**src/lpr_pkg.sv**
```systemverilog
// shared constants for the lru page replacement block
package lpr_pkg;

	// configuration port
	localparam int DATA_W  = 32;
	localparam int PADDR_W = 3;
	localparam int CFG_W   = 5;

	// register index, taken from paddr bit 2
	localparam logic REG_FRAMES_IN_USE = 1'b0;

	localparam logic [CFG_W-1:0] FRAMES_IN_USE_RST = 5'd16;

	// fault counter
	localparam int FAULT_W = 32;
	localparam logic [FAULT_W-1:0] FAULT_MAX = '1;

endpackage

```
**src/lpr_ram.sv**
```systemverilog
// generic single-write, single-read ram with registered read data
module lpr_ram #(
	parameter int WIDTH = 20,
	parameter int DEPTH = 16
) (
	input  logic                                  clk,
	input  logic                                  we,
	input  logic [(DEPTH > 1 ? $clog2(DEPTH) : 1)-1:0] waddr,
	input  logic [WIDTH-1:0]                      wdata,
	input  logic                                  re,
	input  logic [(DEPTH > 1 ? $clog2(DEPTH) : 1)-1:0] raddr,
	output logic [WIDTH-1:0]                      rdata
);

	logic [WIDTH-1:0] mem_q [DEPTH];

	always_ff @(posedge clk) begin
		if (we) begin
			mem_q[waddr] <= wdata;
		end
		if (re) begin
			rdata <= mem_q[raddr];
		end
	end

endmodule

```
**src/lru_page_replacement.sv**
```systemverilog
// lru page replacement: fully associative frame store with rank-ordered recency
//
// Request channel (req_valid/req_ready, page) carries one page reference.
// Result channel (res_valid/res_ready) returns hit, slot, evicted_valid,
// evicted_page and the saturating fault_count, one result per request.
// Frame pages and recency ranks live in one ram with a registered read;
// frame valid bits are flip-flops.
// A request takes a scan pass over the n active frames, a decide state,
// and for a hit or an eviction a second read-modify-write pass over the
// frames that ages the ranks. Filling an empty frame skips the second pass.
// The next request is taken as soon as the result sits in the output
// register; a stalled receiver holds the result there, and a following
// request finishes its passes and then waits for the register to free up.
// Reset empties all frames, zeroes the fault count and sets frames_in_use
// to 16. Writing frames_in_use (APB, address 0) empties all frames and
// zeroes the fault count at once; pready is always high.
module lru_page_replacement #(
	parameter int FRAMES    = 16,
	parameter int PAGE_BITS = 16
) (
	input  logic                                    clk,
	input  logic                                    arst_n,
	input  logic                                    psel,
	input  logic                                    penable,
	input  logic                                    pwrite,
	input  logic [lpr_pkg::PADDR_W-1:0]             paddr,
	input  logic [lpr_pkg::DATA_W-1:0]              pwdata,
	output logic [lpr_pkg::DATA_W-1:0]              prdata,
	output logic                                    pready,
	input  logic                                    req_valid,
	output logic                                    req_ready,
	input  logic [PAGE_BITS-1:0]                    page,
	output logic                                    res_valid,
	input  logic                                    res_ready,
	output logic                                    hit,
	output logic [(FRAMES > 1 ? $clog2(FRAMES) : 1)-1:0] slot,
	output logic                                    evicted_valid,
	output logic [PAGE_BITS-1:0]                    evicted_page,
	output logic [lpr_pkg::FAULT_W-1:0]             fault_count
);

	localparam int IDX_W  = (FRAMES > 1) ? $clog2(FRAMES) : 1;
	localparam int CNT_W  = $clog2(FRAMES + 1);
	localparam int RANK_W = IDX_W;
	localparam int WORD_W = PAGE_BITS + RANK_W;
	localparam int FIU_RST = int'(lpr_pkg::FRAMES_IN_USE_RST);
	localparam logic [CNT_W-1:0] NACT_RST = CNT_W'((FRAMES < FIU_RST) ? FRAMES : FIU_RST);

	typedef enum logic [2:0] {
		ST_IDLE,
		ST_SCAN,
		ST_DECIDE,
		ST_FIXUP,
		ST_DONE
	} state_t;

	state_t                        state_q;
	logic [lpr_pkg::CFG_W-1:0]     fiu_q;
	logic [CNT_W-1:0]              nact_q;
	logic [FRAMES-1:0]             vld_q;
	logic [lpr_pkg::FAULT_W-1:0]   faults_q;
	logic                          res_valid_q;
	logic [CNT_W-1:0]              rd_idx_q;
	logic                          rd_valid_s1;
	logic [IDX_W-1:0]              rd_idx_s1;

	// per-request working registers
	logic [PAGE_BITS-1:0]          page_q;
	logic [CNT_W-1:0]              used_q;
	logic                          hit_q;
	logic [IDX_W-1:0]              hit_slot_q;
	logic [RANK_W-1:0]             hit_rank_q;
	logic                          empty_found_q;
	logic [IDX_W-1:0]              empty_slot_q;
	logic                          zero_found_q;
	logic [IDX_W-1:0]              victim_slot_q;
	logic [PAGE_BITS-1:0]          victim_page_q;
	logic [IDX_W-1:0]              tgt_slot_q;
	logic [RANK_W-1:0]             tgt_rank_q;
	logic [RANK_W-1:0]             thr_q;
	logic                          evict_q;

	// result register
	logic                          hit_o_q;
	logic [IDX_W-1:0]              slot_o_q;
	logic                          evict_o_q;
	logic [PAGE_BITS-1:0]          evpage_o_q;
	logic [lpr_pkg::FAULT_W-1:0]   fault_o_q;

	logic                          cfg_wr;
	logic [CNT_W-1:0]              cfg_nact;
	logic                          rd_issue;
	logic                          rd_last;
	logic                          res_load;
	logic                          fill;
	logic [WORD_W-1:0]             ram_rdata;
	logic [PAGE_BITS-1:0]          r_page;
	logic [RANK_W-1:0]             r_rank;
	logic                          r_vld;
	logic [RANK_W-1:0]             new_rank;
	logic                          ram_we;
	logic [IDX_W-1:0]              ram_waddr;
	logic [WORD_W-1:0]             ram_wdata;

	assign pready    = 1'b1;
	assign req_ready = (state_q == ST_IDLE);
	assign cfg_wr    = psel && penable && pwrite && (paddr[2] == lpr_pkg::REG_FRAMES_IN_USE);
	assign prdata    = (paddr[2] == lpr_pkg::REG_FRAMES_IN_USE) ?
		lpr_pkg::DATA_W'(fiu_q) : '0;

	// active count: zero acts as one, too many acts as all frames
	always_comb begin
		if (pwdata[lpr_pkg::CFG_W-1:0] == '0) begin
			cfg_nact = CNT_W'(1);
		end else if (int'(pwdata[lpr_pkg::CFG_W-1:0]) > FRAMES) begin
			cfg_nact = CNT_W'(FRAMES);
		end else begin
			cfg_nact = CNT_W'(pwdata[lpr_pkg::CFG_W-1:0]);
		end
	end

	assign rd_issue = ((state_q == ST_SCAN) || (state_q == ST_FIXUP)) && (rd_idx_q < nact_q);
	assign rd_last  = rd_valid_s1 && (CNT_W'(rd_idx_s1) == nact_q - CNT_W'(1));
	assign res_load = (state_q == ST_DONE) && (!res_valid_q || res_ready);
	assign fill     = !hit_q && empty_found_q;

	assign r_page = ram_rdata[WORD_W-1:RANK_W];
	assign r_rank = ram_rdata[RANK_W-1:0];
	assign r_vld  = vld_q[rd_idx_s1];

	// aging: frames more recent than the threshold move down one rank; the target frame takes its new rank
	always_comb begin
		if (rd_idx_s1 == tgt_slot_q) begin
			new_rank = tgt_rank_q;
		end else if (r_rank > thr_q) begin
			new_rank = r_rank - RANK_W'(1);
		end else begin
			new_rank = r_rank;
		end
	end

	always_comb begin
		ram_we    = 1'b0;
		ram_waddr = rd_idx_s1;
		ram_wdata = {(rd_idx_s1 == tgt_slot_q) ? page_q : r_page, new_rank};
		if (state_q == ST_FIXUP) begin
			ram_we = rd_valid_s1 && r_vld;
		end else if (state_q == ST_DECIDE && fill) begin
			ram_we    = 1'b1;
			ram_waddr = empty_slot_q;
			ram_wdata = {page_q, RANK_W'(used_q)};
		end
	end

	lpr_ram #(
		.WIDTH(WORD_W),
		.DEPTH(FRAMES)
	) u_frame_ram (
		.clk  (clk),
		.we   (ram_we),
		.waddr(ram_waddr),
		.wdata(ram_wdata),
		.re   (rd_issue),
		.raddr(rd_idx_q[IDX_W-1:0]),
		.rdata(ram_rdata)
	);

	always_ff @(posedge clk or negedge arst_n) begin
		if (!arst_n) begin
			state_q     <= ST_IDLE;
			fiu_q       <= lpr_pkg::FRAMES_IN_USE_RST;
			nact_q      <= NACT_RST;
			vld_q       <= '0;
			faults_q    <= '0;
			res_valid_q <= 1'b0;
			rd_idx_q    <= '0;
			rd_valid_s1 <= 1'b0;
			rd_idx_s1   <= '0;
		end else begin
			if (res_valid_q && res_ready) begin
				res_valid_q <= 1'b0;
			end
			rd_valid_s1 <= rd_issue;
			rd_idx_s1   <= rd_idx_q[IDX_W-1:0];
			if (rd_issue) begin
				rd_idx_q <= rd_idx_q + CNT_W'(1);
			end
			case (state_q)
				ST_IDLE: begin
					if (req_valid) begin
						rd_idx_q <= '0;
						state_q  <= ST_SCAN;
					end
				end
				ST_SCAN: begin
					if (rd_last) begin
						state_q <= ST_DECIDE;
					end
				end
				ST_DECIDE: begin
					if (!hit_q && faults_q != lpr_pkg::FAULT_MAX) begin
						faults_q <= faults_q + lpr_pkg::FAULT_W'(1);
					end
					if (fill) begin
						vld_q[empty_slot_q] <= 1'b1;
						state_q <= ST_DONE;
					end else begin
						rd_idx_q <= '0;
						state_q  <= ST_FIXUP;
					end
				end
				ST_FIXUP: begin
					if (rd_last) begin
						state_q <= ST_DONE;
					end
				end
				ST_DONE: begin
					if (res_load) begin
						res_valid_q <= 1'b1;
						state_q     <= ST_IDLE;
					end
				end
				default: begin
					state_q <= ST_IDLE;
				end
			endcase
			// clearing the store
			if (cfg_wr) begin
				fiu_q    <= pwdata[lpr_pkg::CFG_W-1:0];
				nact_q   <= cfg_nact;
				vld_q    <= '0;
				faults_q <= '0;
			end
		end
	end

	always_ff @(posedge clk) begin
		if (state_q == ST_IDLE && req_valid) begin
			page_q        <= page;
			used_q        <= '0;
			hit_q         <= 1'b0;
			empty_found_q <= 1'b0;
			zero_found_q  <= 1'b0;
		end
		if (state_q == ST_SCAN && rd_valid_s1) begin
			if (r_vld) begin
				used_q <= used_q + CNT_W'(1);
				if (!hit_q && r_page == page_q) begin
					hit_q      <= 1'b1;
					hit_slot_q <= rd_idx_s1;
					hit_rank_q <= r_rank;
				end
				if (!zero_found_q && r_rank == '0) begin
					zero_found_q  <= 1'b1;
					victim_slot_q <= rd_idx_s1;
					victim_page_q <= r_page;
				end
			end else if (!empty_found_q) begin
				empty_found_q <= 1'b1;
				empty_slot_q  <= rd_idx_s1;
			end
		end
		if (state_q == ST_DECIDE) begin
			if (hit_q) begin
				tgt_slot_q <= hit_slot_q;
				tgt_rank_q <= RANK_W'(used_q - CNT_W'(1));
				thr_q      <= hit_rank_q;
				evict_q    <= 1'b0;
			end else if (empty_found_q) begin
				tgt_slot_q <= empty_slot_q;
				tgt_rank_q <= RANK_W'(used_q);
				thr_q      <= '0;
				evict_q    <= 1'b0;
			end else begin
				tgt_slot_q <= victim_slot_q;
				tgt_rank_q <= RANK_W'(used_q - CNT_W'(1));
				thr_q      <= '0;
				evict_q    <= 1'b1;
			end
		end
		if (res_load) begin
			hit_o_q    <= hit_q;
			slot_o_q   <= tgt_slot_q;
			evict_o_q  <= evict_q;
			evpage_o_q <= evict_q ? victim_page_q : '0;
			fault_o_q  <= faults_q;
		end
	end

	assign res_valid     = res_valid_q;
	assign hit           = hit_o_q;
	assign slot          = slot_o_q;
	assign evicted_valid = evict_o_q;
	assign evicted_page  = evpage_o_q;
	assign fault_count   = fault_o_q;

endmodule

```
**config.mk**
```make
export PLATFORM = sky130hd
export DESIGN_NAME = lru_page_replacement
export DESIGN_NICKNAME = d
export VERILOG_FILES = /design/src/lpr_pkg.sv /design/src/lpr_ram.sv /design/src/lru_page_replacement.sv
export SDC_FILE = /design/constraint.sdc
export NUM_CORES = 1
export LEC_CHECK = 0
export ABC_AREA = 1
export BUFFER_PORTS_ARGS = -buffer_cell sky130_fd_sc_hd__buf_2
export CAP_MARGIN = 40
export CORE_MARGIN = 2
export CORE_UTILIZATION = 60
export CTS_CLUSTER_DIAMETER = 120
export DETAILED_ROUTE_END_ITERATION = 10
export PLACE_DENSITY = 0.85
export SLEW_MARGIN = 15
export SYNTH_ARGS = -nofsm -noshare
export SYNTH_HDL_FRONTEND = slang
export SYNTH_SLANG_ARGS = --single-unit
export TNS_END_PERCENT = 30
```
**constraint.sdc**
```tcl
create_clock -name clk -period 4.7 [get_ports clk]
set_clock_uncertainty 0.2 [all_clocks]
set_input_delay 0.47 -clock clk [delete_from_list [all_inputs] [get_ports clk]]
set_output_delay 0.47 -clock clk [all_outputs]
set_load 0.05 [all_outputs]
```
==> results of run 1 <==
cell usage in the layout, fill, tap and decap left out, types with 3 or more instances in the layout:
master,instances
nand2_1,341
or2_2,4
buf_4,40
clkinv_2,11
nor3_2,3
nand3_1,135
nor3_1,20
nand3b_1,3
o22ai_1,54
clkbuf_16,51
inv_2,14
nor2_2,26
clkinv_1,11
conb_1,28
o221ai_1,33
o211ai_1,13
buf_12,4
nor2_1,255
dfrtp_1,68
bufinv_16,8
dfxtp_1,7
xor2_1,25
edfxtp_1,455
a21oi_1,30
buf_2,89
inv_1,127
nand2_2,4
dlygate4sd3_1,23
xnor2_1,13
o21ai_0,189
ha_1,14
nand4_1,8
clkbuf_1,8
synthesized netlist by cell type (4+ instances only):
library cell / number / area share
a21oi_1: 30 / 0.0067
buf_1: 8 / 0.0013
buf_2: 8 / 0.0018
buf_4: 31 / 0.010
buf_6: 5 / 0.0025
clkbuf_1: 64 / 0.011
dfrtp_1: 70 / 0.078
dfxtp_1: 7 / 0.0062
edfxtp_1: 455 / 0.61
ha_1: 14 / 0.0078
inv_1: 128 / 0.021
inv_2: 14 / 0.0023
nand2_1: 341 / 0.057
nand2_2: 4 / 0.0011
nand3_1: 135 / 0.030
nand4_1: 8 / 0.0022
nor2_1: 273 / 0.045
nor2_2: 9 / 0.0025
nor3_1: 20 / 0.0044
o211ai_1: 13 / 0.0043
o21ai_0: 189 / 0.042
o221ai_1: 33 / 0.013
o22ai_1: 54 / 0.015
or2_2: 4 / 0.0011
xnor2_1: 13 / 0.0051
xor2_1: 25 / 0.0097
final timing paths:
| kind | start | endpoint | depth (start not counted) |
|---|---|---|---|
| setup / recovery | hit_q$_DFF_P_ | u_frame_ram.mem_q[12][19]$_DFFE_PP_ | 11 |
| hold / removal | arst_n | vld_q[0]$_DFFE_PN0P_ | 2 |
| setup reg to reg | hit_q$_DFF_P_ | u_frame_ram.mem_q[12][19]$_DFFE_PP_ | 11 |
| hold reg to reg | tgt_slot_q[0]$_DFFE_PP_ | slot[0]$_DFFE_PP_ | 0 |
| max in group asynchronous | arst_n | faults_q[30]$_DFFE_PN0P_ | 4 |
| min in group clk | req_valid | state_q[2]$_DFFE_PN0P_ | 5 |
repair_timing:
action	in CTS	in global routing
resized for setup	0	0
hold buffers	23	0
hold endpoints to repair	60	0
through the flow:
step,std cells,util,setup slack [ns],instance area (um2)
5_1_grt,2614,0.694,0.916,25500
4_1_cts,2610,0.692,1.01,25400
3_3_place_gp,2493,0.638,1.24,23500
6_report,2614,0.694,1.02,25500
3_5_place_dp,2495,0.639,1.07,23500
2_1_floorplan,2009,-,1.04,22600
logic make-up after synthesis:
kind of cell,after synthesis,share of synthesized area
buffers and inverters,260,0.0506
adders and majority gates,14,0.00777
and+or+nand+nor,807,0.150
other,2,0.000333
AOI/OAI and AO/OA,328,0.0843
DFF,534,0.693
xor gates and xnor gates,38,0.0148
critical path, delay by kind of cell, from the launching register on:
family	cells	cell delay, ns
AOI/OAI and AO/OA	1	0.22
DFF	1	0.79
and+or+nand+nor	5	1.11
buffers and inverters	5	1.04
layout make-up:
cell class,instances,share of cell area
flip-flops and latches,534,0.612
multi-input cells,1215,0.233
clock buffers,61,0.0523
repair buffers,161,0.0449
well taps,468,0.0229
inverters,144,0.0213
clock inverters,31,0.0145
metal layers:
metal / wire length (um) / vias to the layer above / GRT usage
met5: 0 / - / 0
met4: 2660 / 0 / 0.141
met3: 5750 / 217 / 0.0525
met2: 26900 / 1073 / 0.471
met1: 20500 / 7627 / 0.370
li1: - / 7111 / -
flip-flops by register name (all words and copies together) (netlist names), 3 cells and up:
| register | cells |
|---|---|
| empty_slot_q | 4 |
| evicted_page | 16 |
| fault_count | 32 |
| faults_q | 32 |
| fiu_q | 5 |
| hit_rank_q | 4 |
| hit_slot_q | 4 |
| nact_q | 5 |
| page_q | 16 |
| rd_idx_q | 5 |
| rd_idx_s1 | 4 |
| slot | 4 |
| state_q | 3 |
| tgt_rank_q | 4 |
| tgt_slot_q | 4 |
| thr_q | 4 |
| u_frame_ram.mem_q | 320 |
| u_frame_ram.rdata | 20 |
| used_q | 4 |
| victim_page_q | 16 |
| victim_slot_q | 4 |
| vld_q | 16 |
power by group:
part	total (mW)	switching, mW	internal (mW)
Clock	4.20	1.74	2.46
Sequential	7.34	0.669	6.67
Combinational	5.20	3.75	1.44
==> metrics.md, run 1 <==
| Metric | Value |
|---|---|
| Status | finished, final reports clean |
| Area of the core | 36800 um2 |
| Vias | 16000 |
| Post-CTS Setup Bufs | 0 |
| Slew of the pin with the lowest slew margin | 0.923 ns |
| Drt drc | 0 |
| Clock Latency Late Sink | 0.57 ns |
| First-pass GRT wire length | 85800 um |
| Die Width | 198 um |
| Mapped Area | 22500 um2 |
| Area delta synth->final | 13.3% |
| LEAKAGE | 9.61 nW |
| Hold Path Class | primary input to asynchronous set/reset pin |
| Max-slew headroom | 0.385 |
| Ant. Diodes | 0 |
| Detailed placement HPWL | 33100 um |
| EDFF count, synth | 455 |
| DR vias/cell | 6.13 |
| Startpoint Class | flop |
| Ys Warns | 0 |
| Pin count of the biggest net entering global routing | 95 |
| Starting DRC count in detailed routing | 1861 |
| RSZ-0062 raised after global routing | false |
| Num Clock Sinks | 534 |
| Starting Density | 0.613 |
| Highest Clock Rate | 272 MHz |
| Routed Antenna Nets | 0 |
| Unique masters post-synth | 45 |
| GRT Util Overall | 0.286 |
| Seq cells post-synth | 534 |
| Sequential-to-total area share from yosys stat | 0.693 |
| Syn Inst Count | 1983 |
| Critical path endpoint category | flop |
| Crit-path cells | nor2_4 > inv_2 > nor2_8 > inv_2 > nor2_2 > a21oi_4 > inv_2 > nor2_2 > inv_1 > nor2_2 > buf_12 |
| Slowest stage delay, CP | 0.79 ns |
| Row count | 70 |
| Area of the multi-input gates | 5930 um2 |
| Layout fillers | 2351 |
| Avg WL per Cell | 21.4 um |
| Gpl congestion | 0.900 |
| Clk slew on worst S/H paths | 0.06 ns |
| H-tree depth | 2 |
| Final period util | 0.783 |
| CTS tree | yes |
| MaxCap Viol Count | 0 |
| Worst EP arrival | 3.75 ns |
| CTS Buffer Depth | 3 |
| Root Buffer Master | clkbuf_16 |
| Setup violators final | 0 |
| Reg area | 15600 um2 |
| Asr flop ratio synth | 0.135 |
| Critical path type | flop to flop |
| Vias in the first global route | 15800 |
| Die height | 198 um |
| Layout Nets | 2179 |
| Minimum clock period | 3.68 ns |
| Global route total overflow | 0 |
| Main flop type after synthesis | edfxtp_1 |
| Crit-path max FO | 21 |
| Count of boundary I/O pins | 147 |
| CP required | 4.77 ns |
| Syn_area_per_cell | 11.4 um2 |
| Highest-delay cell along the critical path | dfxtp_1 |
| Routed wire length | 55800 um |
| DR pass1 iterations | 6 |
| Power Dens Cells | 656 nW/um2 |
| Maximum ir drop on the vdd rail | 0.355 mV |
| Initial antenna violation count | 0 |
| Post-Route Setup TNS | 0 ns |
| R2R Setup Slk | 1.02 ns |
| Power, Total | 16.7 mW |
| Final Hold Fails | 0 |
| Slew Viols, Final | 0 |
| Cts bufs inserted | 51 |
| Worst hold margin | 0.117 ns |
| Layout cells sized above 1 | 0.130 |
| Die area | 39100 um2 |
| Port bufs | 89 |
Note: power is estimated with default switching activity, not from simulation.
==> run 2, diff against run 1 <==
==> constraint.sdc (replaced) <==
create_clock -name clk -period 3.4 [get_ports clk]
set_clock_uncertainty 0.2 [all_clocks]
set_input_delay 0.34 -clock clk [delete_from_list [all_inputs] [get_ports clk]]
set_output_delay 0.34 -clock clk [all_outputs]
set_load 0.05 [all_outputs]
==> run 2 against run 1 <==
Effect of this change: power up 36%; routed wire length fell by 2.2%; clock power is 32% higher; worst hold slack worse by 0.070 ns; setup slack lost 0.63 ns; non-clock buffer count up 14; maximum frequency increased by 22%; critical endpoint is now u_frame_ram.mem_q[15][4]$_DFFE_PP_; largest cell class unchanged.
==> metrics.md, run 2 (synthesis gave the netlist of run 1 again) <==
| Metric | Value |
|---|---|
| Cell area after layout | 25600 um2 |
| CP top delay family | simple AND/OR/NAND/NOR gates |
| Num Clock Sinks | 534 |
| Routed wire length | 54600 um |
| Most frequent cells in the layout | edfxtp_1, nand2_1, nor2_1 |
| Worst EP arrival | 3.03 ns |
| Crit-path cells | inv_2 > nand2_1 > nand3_1 > nand3_1 > nand3_1 > nand2_1 > nand2_1 > nand2_1 > nand2_1 > nor2_2 > buf_4 |
| Die area | 39100 um2 |
| Area of the core | 36800 um2 |
| Power Dens Cells | 891 nW/um2 |
| Routed Antenna Nets | 0 |
| DR pass1 iterations | 6 |
| Root Buffer Master | clkbuf_16 |
| Slew Viols, Final | 0 |
| Pre-CTS WS | 0.508 ns |
| GRT Util Overall | 0.282 |
| Clk slew on worst S/H paths | 0.06 ns |
| Max reg flops | 320 |
| Most common cell after layout, fill and taps aside | edfxtp_1 |
| First-pass GRT wire length | 84400 um |
| Post-CTS Setup Bufs | 0 |
| Highest Clock Rate | 333 MHz |
| Layout Nets | 2193 |
| Post-Route Utilization | 0.695 |
| Ant. Diodes | 0 |
| MaxCap Viol Count | 0 |
| Die Width | 198 um |
| Clock Latency Late Sink | 0.58 ns |
| Gpl congestion | 0.953 |
| Power, Total | 22.8 mW |
| Die height | 198 um |
| Most used cell along the critical path | nand2_1 |
| Drt drc | 0 |
| CP bufs+invs | 2 |
| Startpoint Class | flop |
| Initial antenna violation count | 0 |
| Detailed placement HPWL | 32400 um |
| Non-filler cells, final | 2631 |
| Vias | 15700 |
| Port bufs | 89 |
| RSZ-0062 raised after global routing | false |
| M1 GR Usage | 0.370 |
| Pin count of the biggest net entering global routing | 164 |
| Avg WL per Cell | 20.8 um |
| Count of boundary I/O pins | 147 |
| Final WS setup | 0.396 ns |
| Row count | 70 |
| GR peak layer | met2 |
| Met3 Use GR | 0.0472 |
| Largest Register | u_frame_ram.mem_q |
| Maximum ir drop on the vdd rail | 0.683 mV |
| Highest-delay cell along the critical path | dfrtp_1 |
| LEAKAGE | 9.64 nW |
| H-tree depth | 2 |
| Slowest stage delay, CP | 0.61 ns |
| Global route total overflow | 0 |
| Met2 Track Usage GR | 0.467 |
| Critical path type | flop to flop |
| CTS tree | yes |
| Cts bufs inserted | 51 |
| Max-slew headroom | 0.391 |
| CP required | 3.43 ns |
| Placement Cell Area | 23700 um2 |
| CTS Buffer Depth | 3 |
| Crit-path max FO | 20 |
| Final Hold Fails | 0 |
| Worst hold margin | 0.0467 ns |
| Starting DRC count in detailed routing | 2143 |
| Critical path endpoint category | flop |
| Area delta synth->final | 13.4% |
| Minimum clock period | 3.00 ns |
| Layout cells sized above 1 | 0.133 |
| Starting Density | 0.613 |
| Critical R2R Launch | rd_idx_s1[0]$_DFF_PN0_ |
| Final period util | 0.884 |
| Setup violators final | 0 |
| DR vias/cell | 5.98 |
| Post-Route Setup TNS | 0 ns |
| Critical path startpoint | rd_idx_s1[0]$_DFF_PN0_ |
| Hold Path Class | primary input to asynchronous set/reset pin |
| Slew of the pin with the lowest slew margin | 0.913 ns |
| Vias in the first global route | 15400 |
| Status | finished, final reports clean |
| Dpl cells | 2508 |
[run 2: routing by layer]
layer | up-vias | part of all wire
li1 | 7139 | -
met1 | 7452 | 0.38
met2 | 981 | 0.48
met3 | 170 | 0.10
met4 | 0 | 0.042
met5 | - | 0
[run 2: power breakdown]
part	total (mW)	switching, mW	internal [mW]
registers	9.96	0.739	9.22
logic	7.27	5.26	2.01
clock network	5.53	2.39	3.14
[run 2: final cells by class]
type | count | area (um2)
clock buffer | 67 | 1370
clock inverter | 28 | 253
fill | 2397 | 11200
inverter | 144 | 543
multi-input combinational | 1215 | 5930
sequential | 534 | 15600
tap | 468 | 586
timing repair buffer | 175 | 1260
[run 2: timing repair]
action                                 CTS  global route
resized for setup                        0             0
endpoints found under the hold margin   68             0
hold buffers                            28             0
[run 2: path summary, 6_finish.rpt]
kind / cells past startpoint / slack (ns) / to
setup / recovery: 11 / 0.40 / u_frame_ram.mem_q[15][4]$_DFFE_PP_
setup reg to reg: 11 / 0.40 / u_frame_ram.mem_q[15][4]$_DFFE_PP_
hold reg to reg: 0 / 0.27 / victim_page_q[5]$_DFFE_PP_
max in group asynchronous: 3 / 1.98 / vld_q[6]$_DFFE_PN0P_
min in group clk: 2 / 0.27 / page_q[1]$_DFFE_PP_
hold / removal: 3 / 0.05 / vld_q[11]$_DFFE_PN0P_
[run 2: tightest hold or removal path, cell delays in order]
cell and delay [ns]:
dlygate4sd3_1 0.52, buf_2 0.13, buf_12 0.19
==> run 3, diff against run 2 <==
--- a/config.mk
+++ b/config.mk
@@ -8,11 +8,12 @@
 export ABC_AREA = 1
 export BUFFER_PORTS_ARGS = -buffer_cell sky130_fd_sc_hd__buf_2
 export CAP_MARGIN = 40
+export CORE_ASPECT_RATIO = 1.2
 export CORE_MARGIN = 2
-export CORE_UTILIZATION = 60
+export CORE_UTILIZATION = 40
 export CTS_CLUSTER_DIAMETER = 120
 export DETAILED_ROUTE_END_ITERATION = 10
-export PLACE_DENSITY = 0.85
+export PLACE_DENSITY = 0.63
 export SLEW_MARGIN = 15
 export SYNTH_ARGS = -nofsm -noshare
 export SYNTH_HDL_FRONTEND = slang
==> run 3 against run 2 <==
Effect of this change: critical path depth fell by 3; flip-flop and latch count did not move; utilization shrank 23 points; via count is 4.2% lower; critical path type unchanged; largest power group unchanged.
==> metrics.md, run 3 (synthesis gave the netlist of run 1 again) <==
| Metric | Value |
|---|---|
| Status | finished, final reports clean |
| DR vias/cell | 5.20 |
| Cts bufs inserted | 53 |
| Most frequent cells in the layout | edfxtp_1, nand2_1, nor2_1 |
| MaxCap Viol Count | 0 |
| Switching Fraction | 0.367 |
| Die height | 264 um |
| Power, Total | 22.7 mW |
| Starting DRC count in detailed routing | 1473 |
| Most used cell along the critical path | nor2_2 |
| GRT Util Overall | 0.190 |
| Psw | 8.33 mW |
| First-pass GRT wire length | 84600 um |
| Avg WL per Cell | 19.2 um |
| Clock Latency Late Sink | 0.61 ns |
| Area of the core | 55900 um2 |
| LEAKAGE | 9.69 nW |
| Met3 routed WL | 2930 um |
| Gpl congestion | 0.900 |
| Pre-CTS WS | 0.407 ns |
| Max Used Layer | met4 |
| CTS resizes | 0 |
| Most common cell after layout, fill and taps aside | edfxtp_1 |
| Hold Path Class | primary input to asynchronous set/reset pin |
| Clk pwr share | 0.241 |
| Die area | 58300 um2 |
| Minimum clock period | 2.99 ns |
| Starting Density | 0.403 |
| Slew of the pin with the lowest slew margin | 0.852 ns |
| Logic pwr share | 0.320 |
| CP top delay family | simple AND/OR/NAND/NOR gates |
| Cell Int Power | 14.4 mW |
| Detailed placement HPWL | 34800 um |
| Power Dens Cells | 874 nW/um2 |
| Routed wire length | 55700 um |
| DR pass1 iterations | 5 |
| Pin count of the biggest net entering global routing | 162 |
| Met2 routed WL | 27800 um |
| RSZ-0062 raised after global routing | false |
| Slew Viols, Final | 0 |
| Critical path endpoint category | flop |
| Crit-path cells | nor2_2 > nand2_2 > nor2_8 > inv_2 > o21ai_1 > nand2_1 > nor2_2 > buf_12 |
| Placement Cell Area | 24100 um2 |
| Port bufs | 89 |
| Final Hold Fails | 0 |
| Startpoint Class | flop |
| Post-CTS Setup Bufs | 0 |
| Largest Register | u_frame_ram.mem_q |
| Layout cells sized above 1 | 0.135 |
| Final period util | 0.879 |
| Layout fillers | 5020 |
| Post-Route Setup TNS | 0 ns |
| Sequential power share | 0.438 |
| H-tree depth | 2 |
| Crit-path max FO | 16 |
| Root Buffer Master | clkbuf_16 |
| Clk slew on worst S/H paths | 0.06 ns |
| Num Clock Sinks | 534 |
| Ant. Diodes | 0 |
| Final WS setup | 0.412 ns |
| Met1 WL | 23500 um |
| Highest-delay cell along the critical path | o21ai_1 |
| CP required | 3.50 ns |
| Row count | 95 |
| Layout Nets | 2206 |
| Drt drc | 0 |
| Count of boundary I/O pins | 147 |
| Slowest stage delay, CP | 0.52 ns |
| Highest Clock Rate | 335 MHz |
| Cell area after layout | 26000 um2 |
| Reg area | 15600 um2 |
| Maximum ir drop on the vdd rail | 0.588 mV |
| Routed Antenna Nets | 0 |
| Area of the multi-input gates | 5940 um2 |
| Global route total overflow | 0 |
| Vias | 15100 |
| Setup violators final | 0 |
| Max reg flops | 320 |
| Critical path type | flop to flop |
| Area delta synth->final | 15.3% |
| CTS Buffer Depth | 3 |
| Initial antenna violation count | 0 |
| Max-slew headroom | 0.428 |
| CP bufs+invs | 2 |
| Vias in the first global route | 14600 |
| Worst EP arrival | 3.09 ns |
| Die Width | 221 um |
| CTS tree | yes |
## run 3: changes by cell type in the layout (fill, tap and decap cells not counted), moves of 2 or more
| cell | before | now |
|---|---|---|
| buf_16 | 0 | 2 |
| buf_4 | 50 | 61 |
| bufinv_16 | 4 | 2 |
| clkbuf_1 | 14 | 17 |
| clkbuf_8 | 1 | 3 |
| clkinv_1 | 7 | 10 |
| clkinv_2 | 12 | 6 |
| clkinv_8 | 0 | 2 |
| inv_6 | 3 | 1 |
## run 3: routing by layer
layer / track usage / vias to the layer above
met5: 0 / -
met4: 0.0557 / 0
met3: 0.0279 / 90
met2: 0.323 / 437
met1: 0.253 / 7406
li1: - / 7150
## run 3: worst paths after layout
check	start	to	slack (ns)	cells after the start
worst min-delay path	arst_n	vld_q[15]$_DFFE_PN0P_	0.08	3
worst max-delay path	state_q[0]$_DFFE_PN0P_	u_frame_ram.mem_q[2][13]$_DFFE_PP_	0.41	8
worst max register to register	state_q[0]$_DFFE_PN0P_	u_frame_ram.mem_q[2][13]$_DFFE_PP_	0.41	8
max in group asynchronous	arst_n	state_q[0]$_DFFE_PN0P_	1.82	3
worst min register to register	u_frame_ram.rdata[13]$_DFFE_PN_	victim_page_q[9]$_DFFE_PP_	0.26	0
min in group clk	page[13]	page_q[13]$_DFFE_PP_	0.24	2
## run 3: power groups by stage
stage | Sequential [mW] | Combinational, mW | Clock [mW]
3_5_place_dp | 10.1 | 7.24 | 0
2_1_floorplan | 9.88 | 4.74 | 0
3_3_place_gp | 10.1 | 7.00 | 0
5_1_grt | 10.0 | 8.12 | 5.85
4_1_cts | 9.95 | 7.29 | 5.61
6_report | 9.95 | 7.28 | 5.48
## run 3: worst register-to-register path, delay by kind of cell (launching register included)
family                 cells  cell delay [ns]
and+or+nand+nor            5             1.16
AOI/OAI and AO/OA          1             0.53
DFF                        1             0.40
buffers and inverters      2             0.39
## run 3: what timing repair did
item / 4_1_cts / 5_1_grt
hold endpoints to repair: 101 / 0
hold buffers: 28 / 0
setup endpoints to repair: 0 / 0
## run 3: area by class of cell
| class | instances | area share |
|---|---|---|
| repair buffers | 186 | 0.0529 |
| multi-input cells | 1215 | 0.229 |
| well taps | 727 | 0.0350 |
| inverters | 144 | 0.0209 |
| clock inverters | 21 | 0.00665 |
| clock buffers | 73 | 0.0551 |
| flip-flops and latches | 534 | 0.601 |
## run 3: through the flow
stage	instances	util	hold slack [ns]
4_1_cts	2900	0.465	0.0750
5_1_grt	2900	0.465	0.111
3_5_place_dp	2778	0.431	0.0281
2_1_floorplan	2009	-	-0.156
3_3_place_gp	2775	0.430	0.238
6_report	2900	0.465	0.0794
